<file path="src/rtl/acr_pkg.sv">
// Shared types, codes and constants of the AABB collision resolver.
package acr_pkg;

    localparam int FRAC_BITS_DEF = 16;
    localparam int COORD_W       = 32;
    localparam int HALF_W        = 31;
    localparam int CFG_IDX_W     = 2;

    typedef logic signed [COORD_W-1:0] coord_t;
    typedef logic        [HALF_W-1:0]  half_t;

    typedef enum logic [0:0] {
        OP_LOAD    = 1'b0,
        OP_RESOLVE = 1'b1
    } op_t;

    typedef enum logic [2:0] {
        CONTACT_NONE = 3'd0,
        CONTACT_X    = 3'd1,
        CONTACT_Z    = 3'd2,
        CONTACT_LAND = 3'd3,
        CONTACT_BONK = 3'd4
    } contact_t;

    typedef enum logic [CFG_IDX_W-1:0] {
        CFG_HALF_X = 2'd0,
        CFG_HALF_Y = 2'd1,
        CFG_HALF_Z = 2'd2
    } cfg_idx_t;

    typedef struct packed {
        op_t    operation;
        coord_t actor_x;
        coord_t actor_y;
        coord_t actor_z;
        coord_t actor_vel_y;
        logic   actor_on_ground;
        coord_t box_cx;
        coord_t box_cy;
        coord_t box_cz;
        half_t  box_hx;
        half_t  box_hy;
        half_t  box_hz;
    } req_t;

    typedef struct packed {
        coord_t   pos_x;
        coord_t   pos_y;
        coord_t   pos_z;
        coord_t   vel_y;
        logic     on_ground;
        contact_t contact;
    } rsp_t;

endpackage

</file>
<file path="src/rtl/acr_if.sv">
// Valid/ready channel interfaces for the request and result streams.
interface acr_req_if
    import acr_pkg::*;
();
    logic valid;
    logic ready;
    req_t payload;

    modport source (output valid, output payload, input ready);
    modport sink   (input valid, input payload, output ready);
endinterface

interface acr_rsp_if
    import acr_pkg::*;
();
    logic valid;
    logic ready;
    rsp_t payload;

    modport source (output valid, output payload, input ready);
    modport sink   (input valid, input payload, output ready);
endinterface

</file>
<file path="src/rtl/aabb_collision_resolver.sv">
// Top level of the AABB collision resolver: actor state, resolve stage and result register.
//
// The block holds one actor box and pushes it out of solid boxes that arrive one request
// at a time. A load request overwrites the actor position, vertical velocity and on-ground
// flag; a resolve request tests the actor against one box and, on a strict overlap, moves
// it out along the axis of least penetration (ties go to X, then Z, then Y), saturating
// the moved coordinate to 32 bits. Every request gives exactly one result carrying the
// actor state after it and a contact code. A request is taken every cycle while the
// result side is not stalled, and its result passes through the input register, then
// the result register. The rate is set by the single resolve stage, which reads and
// rewrites the actor state as the request moves on, so each request sees the state
// left by the one before it. The input side keeps accepting while a finished result
// waits, until both registers are full.
module aabb_collision_resolver
    import acr_pkg::*;
#(
    parameter int FRAC_BITS = FRAC_BITS_DEF
)
(
    input  logic                 clk,
    input  logic                 rst_n,
    input  logic                 cfg_write_en,
    input  logic [CFG_IDX_W-1:0] cfg_index,
    input  logic [HALF_W-1:0]    cfg_data,
    acr_req_if.sink              req,
    acr_rsp_if.source            rsp
);

    // Reset value of the actor half extents: 1.0 in the chosen fixed-point format.
    localparam half_t HALF_RESET = half_t'(1) << FRAC_BITS;

    // Result of testing one axis: overlap, penetration depth and side of the box centre.
    typedef struct packed {
        logic                hit;
        logic [COORD_W:0]    pen;
        logic                below;
        logic                above;
    } axis_t;

    // The minimum of the two face penetrations is (sum of half extents) - |centre
    // distance|, and the axis overlaps strictly exactly when that value is positive.
    function automatic axis_t axis_eval(coord_t p, coord_t c, half_t ha, half_t hb);
        logic signed [COORD_W:0]   d;
        logic        [COORD_W:0]   mag;
        logic        [COORD_W:0]   s;
        logic signed [COORD_W+1:0] pen;
        axis_t                     r;
        d       = {p[COORD_W-1], p} - {c[COORD_W-1], c};
        mag     = d[COORD_W] ? (~d + {{COORD_W{1'b0}}, 1'b1}) : d;
        s       = {2'b00, ha} + {2'b00, hb};
        pen     = $signed({1'b0, s}) - $signed({1'b0, mag});
        r.hit   = !pen[COORD_W+1] && (pen != '0);
        r.pen   = pen[COORD_W:0];
        r.below = d[COORD_W];
        r.above = !d[COORD_W] && (d != '0);
        return r;
    endfunction

    // Moves a coordinate by a penetration depth and clamps it to the signed 32-bit range.
    function automatic coord_t move_sat(coord_t p, logic [COORD_W:0] pen, logic down);
        logic signed [COORD_W+2:0] sum;
        logic signed [COORD_W+2:0] step;
        step = {2'b00, pen};
        sum  = down ? ({{3{p[COORD_W-1]}}, p} - step) : ({{3{p[COORD_W-1]}}, p} + step);
        if (sum[COORD_W+2:COORD_W-1] == '0 || sum[COORD_W+2:COORD_W-1] == '1)
        begin
            return sum[COORD_W-1:0];
        end
        return sum[COORD_W+2] ? {1'b1, {(COORD_W-1){1'b0}}} : {1'b0, {(COORD_W-1){1'b1}}};
    endfunction

    // Configuration registers.
    half_t half_x_reg;
    half_t half_y_reg;
    half_t half_z_reg;

    // Actor state.
    coord_t pos_x_reg, pos_x_next;
    coord_t pos_y_reg, pos_y_next;
    coord_t pos_z_reg, pos_z_next;
    coord_t vel_y_reg, vel_y_next;
    logic   grounded_reg, grounded_next;

    // Input register and result register.
    logic     in_valid_reg;
    req_t     in_reg;
    logic     out_valid_reg;
    rsp_t     out_reg;
    contact_t contact_next;

    logic  out_free;
    logic  fire;
    logic  in_take;
    axis_t ax, ay, az;
    logic  overlap;
    logic  x_first;
    logic  z_first;

    // The result register frees up when it is empty or its result is being taken; the
    // input register can then hand its request on, so it never blocks on its own.
    assign out_free  = !out_valid_reg || rsp.ready;
    assign fire      = in_valid_reg && out_free;
    assign req.ready = !in_valid_reg || fire;
    assign in_take   = req.valid && req.ready;

    assign rsp.valid   = out_valid_reg;
    assign rsp.payload = out_reg;

    always_ff @(posedge clk or negedge rst_n)
    begin
        if (!rst_n)
        begin
            half_x_reg <= HALF_RESET;
            half_y_reg <= HALF_RESET;
            half_z_reg <= HALF_RESET;
        end
        else if (cfg_write_en)
        begin
            unique case (cfg_index)
                CFG_HALF_X: half_x_reg <= cfg_data;
                CFG_HALF_Y: half_y_reg <= cfg_data;
                CFG_HALF_Z: half_z_reg <= cfg_data;
                default:    ;
            endcase
        end
    end

    // Per-axis overlap test against the current actor state.
    assign ax = axis_eval(pos_x_reg, in_reg.box_cx, half_x_reg, in_reg.box_hx);
    assign ay = axis_eval(pos_y_reg, in_reg.box_cy, half_y_reg, in_reg.box_hy);
    assign az = axis_eval(pos_z_reg, in_reg.box_cz, half_z_reg, in_reg.box_hz);

    assign overlap = ax.hit && ay.hit && az.hit;
    assign x_first = (ax.pen <= ay.pen) && (ax.pen <= az.pen);
    assign z_first = az.pen <= ay.pen;

    always_comb
    begin
        pos_x_next    = pos_x_reg;
        pos_y_next    = pos_y_reg;
        pos_z_next    = pos_z_reg;
        vel_y_next    = vel_y_reg;
        grounded_next = grounded_reg;
        contact_next  = CONTACT_NONE;

        if (in_reg.operation == OP_LOAD)
        begin
            pos_x_next    = in_reg.actor_x;
            pos_y_next    = in_reg.actor_y;
            pos_z_next    = in_reg.actor_z;
            vel_y_next    = in_reg.actor_vel_y;
            grounded_next = in_reg.actor_on_ground;
        end
        else if (overlap)
        begin
            if (x_first)
            begin
                // Pushed sideways, away from the box centre.
                pos_x_next   = move_sat(pos_x_reg, ax.pen, ax.below);
                contact_next = CONTACT_X;
            end
            else if (z_first)
            begin
                pos_z_next   = move_sat(pos_z_reg, az.pen, az.below);
                contact_next = CONTACT_Z;
            end
            else if (ay.above)
            begin
                // Landing on top: downward motion stops and the actor is grounded.
                pos_y_next    = move_sat(pos_y_reg, ay.pen, 1'b0);
                vel_y_next    = vel_y_reg[COORD_W-1] ? '0 : vel_y_reg;
                grounded_next = 1'b1;
                contact_next  = CONTACT_LAND;
            end
            else
            begin
                // Head bonk: upward motion stops, the grounded flag is kept.
                pos_y_next   = move_sat(pos_y_reg, ay.pen, 1'b1);
                vel_y_next   = (!vel_y_reg[COORD_W-1] && vel_y_reg != '0) ? '0 : vel_y_reg;
                contact_next = CONTACT_BONK;
            end
        end
    end

    always_ff @(posedge clk or negedge rst_n)
    begin
        if (!rst_n)
        begin
            in_valid_reg  <= 1'b0;
            out_valid_reg <= 1'b0;
            pos_x_reg     <= '0;
            pos_y_reg     <= '0;
            pos_z_reg     <= '0;
            vel_y_reg     <= '0;
            grounded_reg  <= 1'b0;
        end
        else
        begin
            if (in_take)
            begin
                in_valid_reg <= 1'b1;
            end
            else if (fire)
            begin
                in_valid_reg <= 1'b0;
            end

            if (fire)
            begin
                out_valid_reg <= 1'b1;
                pos_x_reg     <= pos_x_next;
                pos_y_reg     <= pos_y_next;
                pos_z_reg     <= pos_z_next;
                vel_y_reg     <= vel_y_next;
                grounded_reg  <= grounded_next;
            end
            else if (rsp.ready)
            begin
                out_valid_reg <= 1'b0;
            end
        end
    end

    // Payload registers carry no reset.
    always_ff @(posedge clk)
    begin
        if (in_take)
        begin
            in_reg <= req.payload;
        end
        if (fire)
        begin
            out_reg.pos_x     <= pos_x_next;
            out_reg.pos_y     <= pos_y_next;
            out_reg.pos_z     <= pos_z_next;
            out_reg.vel_y     <= vel_y_next;
            out_reg.on_ground <= grounded_next;
            out_reg.contact   <= contact_next;
        end
    end

endmodule

</file>
<file path="src/flat_wrapper.sv">
// flat-port wrapper written by rule: the top's interface ports become plain ports
module aabb_collision_resolver_flat import acr_pkg::*;
#(
    parameter int FRAC_BITS = FRAC_BITS_DEF
)
  (clk, rst_n, cfg_write_en, cfg_index, cfg_data, req_valid, req_payload, req_ready, rsp_valid, rsp_payload, rsp_ready);
  acr_req_if req_i ();
  acr_rsp_if rsp_i ();
  input  logic clk;
  input  logic rst_n;
  input  logic cfg_write_en;
  input  logic [CFG_IDX_W-1:0] cfg_index;
  input  logic [HALF_W-1:0] cfg_data;
  input wire logic [$bits(req_i.valid)-1:0] req_valid;
  input wire logic [$bits(req_i.payload)-1:0] req_payload;
  output wire logic [$bits(req_i.ready)-1:0] req_ready;
  output wire logic [$bits(rsp_i.valid)-1:0] rsp_valid;
  output wire logic [$bits(rsp_i.payload)-1:0] rsp_payload;
  input wire logic [$bits(rsp_i.ready)-1:0] rsp_ready;
  assign req_i.valid = req_valid;
  assign req_i.payload = req_payload;
  assign req_ready = req_i.ready;
  assign rsp_valid = rsp_i.valid;
  assign rsp_payload = rsp_i.payload;
  assign rsp_i.ready = rsp_ready;
  aabb_collision_resolver #(.FRAC_BITS(FRAC_BITS)) u_core (.clk(clk), .rst_n(rst_n), .cfg_write_en(cfg_write_en), .cfg_index(cfg_index), .cfg_data(cfg_data), .req(req_i), .rsp(rsp_i));
endmodule
</file>
<file path="config.mk">
export PLATFORM = sky130hd
export DESIGN_NAME = aabb_collision_resolver_flat
export DESIGN_NICKNAME = d
export VERILOG_FILES = /design/src/rtl/acr_pkg.sv /design/src/rtl/acr_if.sv /design/src/rtl/aabb_collision_resolver.sv /design/src/flat_wrapper.sv
export SDC_FILE = /design/constraint.sdc
export NUM_CORES = 2
export LEC_CHECK = 0
export BUFFER_PORTS_ARGS = -buffer_cell sky130_fd_sc_hd__buf_2
export CORE_UTILIZATION = 45
export CTS_CLUSTER_DIAMETER = 100
export DETAILED_ROUTE_END_ITERATION = 6
export PLACE_DENSITY_LB_ADDON = 0.08
export SETUP_SLACK_MARGIN = 0.4
export SLEW_MARGIN = 0
export SYNTH_ARGS = -nofsm -noshare
export SYNTH_HDL_FRONTEND = slang
export SYNTH_SLANG_ARGS = --single-unit
</file>
<file path="constraint.sdc">
create_clock -name clk -period 13.6 [get_ports clk]
set_clock_uncertainty 0.1 [all_clocks]
set_input_delay 2.72 -clock clk [delete_from_list [all_inputs] [get_ports clk]]
set_output_delay 2.72 -clock clk [all_outputs]
set_load 0.02 [all_outputs]
</file>
* After elaboration in Yosys (flattened, before gate mapping)
Cells that the tools add are included. Widths: inputs -> output; s select.
Word-level totals: output and inout bits 134, bits in registers 675, logic and storage cells 172, bits of input ports 357
Operators by class: $lt $le $gt $ge 3, reductions and logical operators 41, bitwise operators 5, equal/unequal tests 6, $add $sub $neg 18, muxes and demuxes 69
Operators with widths (number):
- $mux 32 | 30
- $add 32x34->35 | 3
- $sub 32x34->35 | 3
- $reduce_bool 34->1 | 3
- $sub 33x33->34 | 3
- $add 33x1->33 const B | 3
- $le 33x33->1 | 3
- $mux 33 | 3
- $not 33->33 | 3
- $sub 32x32->33 | 3
- $add 31x31->32 | 3
- $mux 35 | 2
- $reduce_bool 33->1 | 1
- $reduce_bool 32->1 | 1
- $mux 1 | 31
- $mux 31 | 1
- $eq 4x4->1 const B | 4
- $logic_not 4->1 | 4
- $logic_and 1x1->1 | 10
- $reduce_and 2->1 | 4
- $logic_not 1->1 | 7
- $logic_or 1x1->1 | 6
- $reduce_bool 2->1 | 2
- $reduce_or 4->1 | 1
- 7 further kinds | 8

* Depth between registers and ports, before layout
word-level depth 20, gate-level depth with buffers 46, mapped depth without buffers 43

* Least setup slack after synthesis
Ideal clock, no wire load.
path type in2reg, start point input rsp_ready, end point register u_core.in_reg[0] (netlist bit) (enable), setup slack 2.539 ns, data arrival time 10.241 ns, required time 12.780 ns, library setup time 0.720 ns, path buffers 0, stages on the path 2, path through nand3b_1 -> and2_1
Between the ends: longest elaborated chain between the ends 4
RTL lines:
- start: declaration | RTL line flat_wrapper.sv:19 | input wire logic [$bits(rsp_i.ready)-1:0] rsp_ready;
- $logic_or 1x1->1 | RTL line aabb_collision_resolver.sv:101 | assign out_free = !out_valid_reg || rsp.ready;
- $logic_and 1x1->1 | RTL line aabb_collision_resolver.sv:102 | assign fire = in_valid_reg && out_free;
- $logic_or 1x1->1 | RTL line aabb_collision_resolver.sv:103 | assign req.ready = !in_valid_reg || fire;
- $logic_and 1x1->1 | RTL line aabb_collision_resolver.sv:104 | assign in_take = req.valid && req.ready;
- named net u_core.in_take | RTL line aabb_collision_resolver.sv:93 | logic in_take;
- end signal: assignment | RTL line aabb_collision_resolver.sv:229 | in_reg <= req.payload;
- end: declaration | RTL line aabb_collision_resolver.sv:86 | req_t in_reg;
The timed path passes the listed nets, and every way through them passes these cells. A chain may end at the register's enable or synchronous reset.

* Worst setup path in the final report
start point register u_core.pos_z_reg[0], end point register u_core.pos_z_reg[19]
Between the ends: longest elaborated chain between the ends 19, elaborated cells on any way between the ends 30, classes of those cells add/sub: 5; order compare: 2; eq/ne: 1; mux: 14; bitwise: 1; reduce/logical: 7
RTL lines:
- start: declaration | RTL line aabb_collision_resolver.sv:80 | coord_t pos_z_reg, pos_z_next;
- start signal: assignment | RTL line aabb_collision_resolver.sv:213 | pos_z_reg <= pos_z_next;
- $sub 32x32->33 | RTL line aabb_collision_resolver.sv:48 | d = {p[COORD_W-1], p} - {c[COORD_W-1], c};
- $not 33->33 | RTL line aabb_collision_resolver.sv:49 | mag = d[COORD_W] ? (~d + {{COORD_W{1'b0}}, 1'b1}) : d;
- $add 33x1->33 | RTL line aabb_collision_resolver.sv:49
- $mux 33 | RTL line aabb_collision_resolver.sv:49
- $sub 33x33->34 | RTL line aabb_collision_resolver.sv:51 | pen = $signed({1'b0, s}) - $signed({1'b0, mag});
- $add 32x34->35 or $sub 32x34->35 (tied branches) | RTL line aabb_collision_resolver.sv:64 | sum = down ? ({{3{p[COORD_W-1]}}, p} - step) : ({{3{p[COORD_W-1]}}, p} + step);
- $mux 35 | RTL line aabb_collision_resolver.sv:64
- $eq 4x4->1 or $logic_not 4->1 (tied branches) | RTL line aabb_collision_resolver.sv:65 | if (sum[COORD_W+2:COORD_W-1] == '0 || sum[COORD_W+2:COORD_W-1] == '1)
- [... 3 more ...]
- $mux 1 | RTL line aabb_collision_resolver.sv:156 | if (x_first)
- $mux 1 | RTL line aabb_collision_resolver.sv:154 | else if (overlap)
- $mux 1 | RTL line aabb_collision_resolver.sv:146 | if (in_reg.operation == OP_LOAD)
- $mux 32 | RTL line aabb_collision_resolver.sv:69 | return sum[COORD_W+2] ? {1'b1, {(COORD_W-1){1'b0}}} : {1'b0, {(COORD_W-1){1'b1}}};
- $mux 32 | RTL line aabb_collision_resolver.sv:162 | else if (z_first)
- $mux 32 | RTL line aabb_collision_resolver.sv:156
- $mux 32 (*) | RTL line aabb_collision_resolver.sv:154
- $mux 32 (*) | RTL line aabb_collision_resolver.sv:146
Every way passes the cells marked *; elsewhere a longest branch is shown, timed or not. The select of a mux whose other input is x is not followed.

==> results.md <==
- Status: complete, no violations
- Clock latency on the worst-skew pair: 0.71 ns
- Via/cell ratio: 6.05
- DR iter-0 viols: 4365
- M1 WL: 84.5 mm
- Slew HR: 0.106
- Fmax: 84.1 MHz
- Hold Path Sink: u_core.half_y_reg[3]
- Area after DPL: 59000 µm²
- Synth-to-layout area growth: 12.2%
- Max stage delay on crit path: 0.63 ns
- Final Util: 0.512
- Die area: 124000 µm²
- Nets: 7228
- H-tree depth: 3
- Pin count of the biggest net entering global routing: 133
- Worst path slowest cell: a41o_2
- Syn Nets: 6808
- Clock sink total: 675
- Worst setup SP type: flip-flop
- Hold path cells: 1
- Row count: 127
- Synthesis-stage register bit count: 675
- Share of cells above drive strength 1: 0.146
- Drt wl/cell: 24.6 µm
- Postcts setup bufs: 0
- Setup TNS: 0 ns
- Met2 routed WL: 91.7 mm
- Met3 wire length: 12.0 mm
- CTS tree: done
- Final instance area: 61700 µm²
- # IOs: 491
- Global-route wire length before repair: 287 mm
- R2R setup slack: 1.72 ns
- Die height: 351 µm
- Worst slew pin tran: 1.33 ns
- CP dominant cell by count: a21oi_1
- Fin. Hold Viols: 0
- DRC viols: 0
- Antenna-violating nets left: 0
- Post-synth EDFFs: 451
- CTS buffer count: 80
- Hold-fix buffers, CTS: 0
- Initial Util: 0.456
- Crit Path Class: flip-flop to flip-flop
- Core area: 120000 µm²
- Total GRT Usage: 0.310
- Max layer used: met5
- Critical Path AT: 12.37 ns
- Die X: 351 µm
- Routed Wire Length: 197 mm
- Synthesized cell area: 55000 µm²
- Crit end category: flip-flop
- Worst Hold Launch: u_core.half_y_reg[3]
- RSZ-0062 raised after global routing: no
- Post-Synthesis Cells: 5914
- Cell variety after synth: 125
- Avg Cell Area, Syn: 9.29 µm²
- FF-to-FF path depth: 41
- Reg clk slew, reported paths: 0.06 ns
- CP max FO: 28
- Post-DP HPWL: 156 mm
- Clk buf depth: 3
- GPL Wtd Cong: 1.01
- Synth async-reset ratio: 0.332
- Vias in the first global route: 45500
- Max reg flops: 319
- # setup viols final: 0
- Post-CTS sizing: 0
- Post-synthesis sequential area ratio: 0.348
- Port Buffers: 490
- R2r endpoint: u_core.pos_z_reg[19]
- Hold crit path type: flip-flop to flip-flop
- # fillers: 11400
- Max Cap Viol: 0
- Dominant synthesized flop cell: edfxtp_1
- CP required: 14.08 ns
- Root Buffer: clkbuf_16
- Tmin final: 11.88 ns
- N_diodes: 0
- Max Transition Viols Final: 0
- DRT Pass-1 Iters: 7
- Final Cycle Share: 0.874
- Critical R2R Launch: u_core.pos_z_reg[0]
- Via count: 48500
- Synth Warn #: 0
- Total gr overflow: 0
- Initial antenna violation count: 11
cell families (layout without fill, tap and decap cells):
logic type,count (synthesis),count (layout),share of synthesized area
DFF,675,675,0.348
adders and majority gates,537,537,0.124
AOI/OAI and AO/OA,1974,1974,0.244
buffers and inverters,594,1081,0.0446
xor gates and xnor gates,468,468,0.0747
muxes,109,109,0.0221
and+or+nand+nor,1557,1557,0.142
final cells by class:
cell class                 count  area [µm²]  share of cell area
inverter                     379        1430              0.0232
multi-input combinational   4645       33400               0.542
timing repair buffer         553        2950              0.0478
clock buffer                 106        2200              0.0357
clock inverter                43         512             0.00830
tap                         1612        2020              0.0327
sequential                   675       19200               0.311
cell usage after synthesis, types with 79 or more instances:
| master | number | area share |
|---|---|---|
| a21o_1 | 205 | 0.028 |
| a21oi_1 | 446 | 0.041 |
| clkbuf_1 | 141 | 0.0096 |
| dfrtp_1 | 221 | 0.10 |
| edfxtp_1 | 451 | 0.25 |
| ha_1 | 524 | 0.12 |
| inv_1 | 376 | 0.026 |
| mux2_2 | 98 | 0.020 |
| nand2_1 | 335 | 0.023 |
| nand3_1 | 100 | 0.0091 |
| nor2_1 | 471 | 0.032 |
| nor3_1 | 134 | 0.012 |
| o21a_1 | 79 | 0.011 |
| o21ai_0 | 415 | 0.038 |
| xnor2_1 | 310 | 0.049 |
| xor2_1 | 157 | 0.025 |
critical path, delay by kind of cell (launching register included):
kind | cells | cell delay (ns)
buffers and inverters | 4 | 1.17
AOI/OAI and AO/OA | 23 | 6.37
and+or+nand+nor | 7 | 1.71
DFF | 1 | 0.39
xor gates and xnor gates | 3 | 0.87
adders and majority gates | 4 | 1.15
worst max path at each step:
stage | slack [ns] | to | cells past startpoint | start
after floorplan | 2.54 | u_core.in_reg[0] | 2 | rsp_ready
after global placement | 2.23 | u_core.rsp.payload[109] | 38 | u_core.pos_x_reg[10]
after detailed placement | 2.05 | u_core.pos_z_reg[19] | 40 | u_core.pos_z_reg[0]
after CTS | 2.00 | u_core.pos_z_reg[19] | 40 | u_core.pos_z_reg[0]
after global routing | 1.08 | u_core.pos_z_reg[8] | 40 | u_core.pos_z_reg[0]
final | 1.72 | u_core.pos_z_reg[19] | 41 | u_core.pos_z_reg[0]
cell usage in the layout, fill, tap and decap left out, types with 79 or more instances in the layout:
| cell type | count |
|---|---|
| a21o_1 | 205 |
| a21oi_1 | 446 |
| buf_2 | 489 |
| clkbuf_16 | 82 |
| dfrtp_1 | 221 |
| edfxtp_1 | 451 |
| ha_1 | 524 |
| inv_1 | 374 |
| mux2_2 | 98 |
| nand2_1 | 334 |
| nand3_1 | 100 |
| nor2_1 | 469 |
| nor3_1 | 134 |
| o21a_1 | 79 |
| o21ai_0 | 415 |
| xnor2_1 | 310 |
| xor2_1 | 157 |
per-layer routing:
layer / vias up / track usage
met5: - / 0
met4: 20 / 0.128
met3: 322 / 0.0383
met2: 1790 / 0.513
met1: 23400 / 0.408
li1: 23000 / -
through the flow:
step                worst slack [ns]  instances  hold WS, ns
global route                    1.08       8013        0.418
floorplan                       2.54       5914        0.381
finish                          1.72       8013        0.408
global placement                2.23       7864        0.392
CTS                             2.00       8013        0.412
detailed placement              2.05       7864        0.399
Power is left out: the tool's default activity adds up to more than one toggle a clock period on the data nets, which glitch-free logic cannot reach.
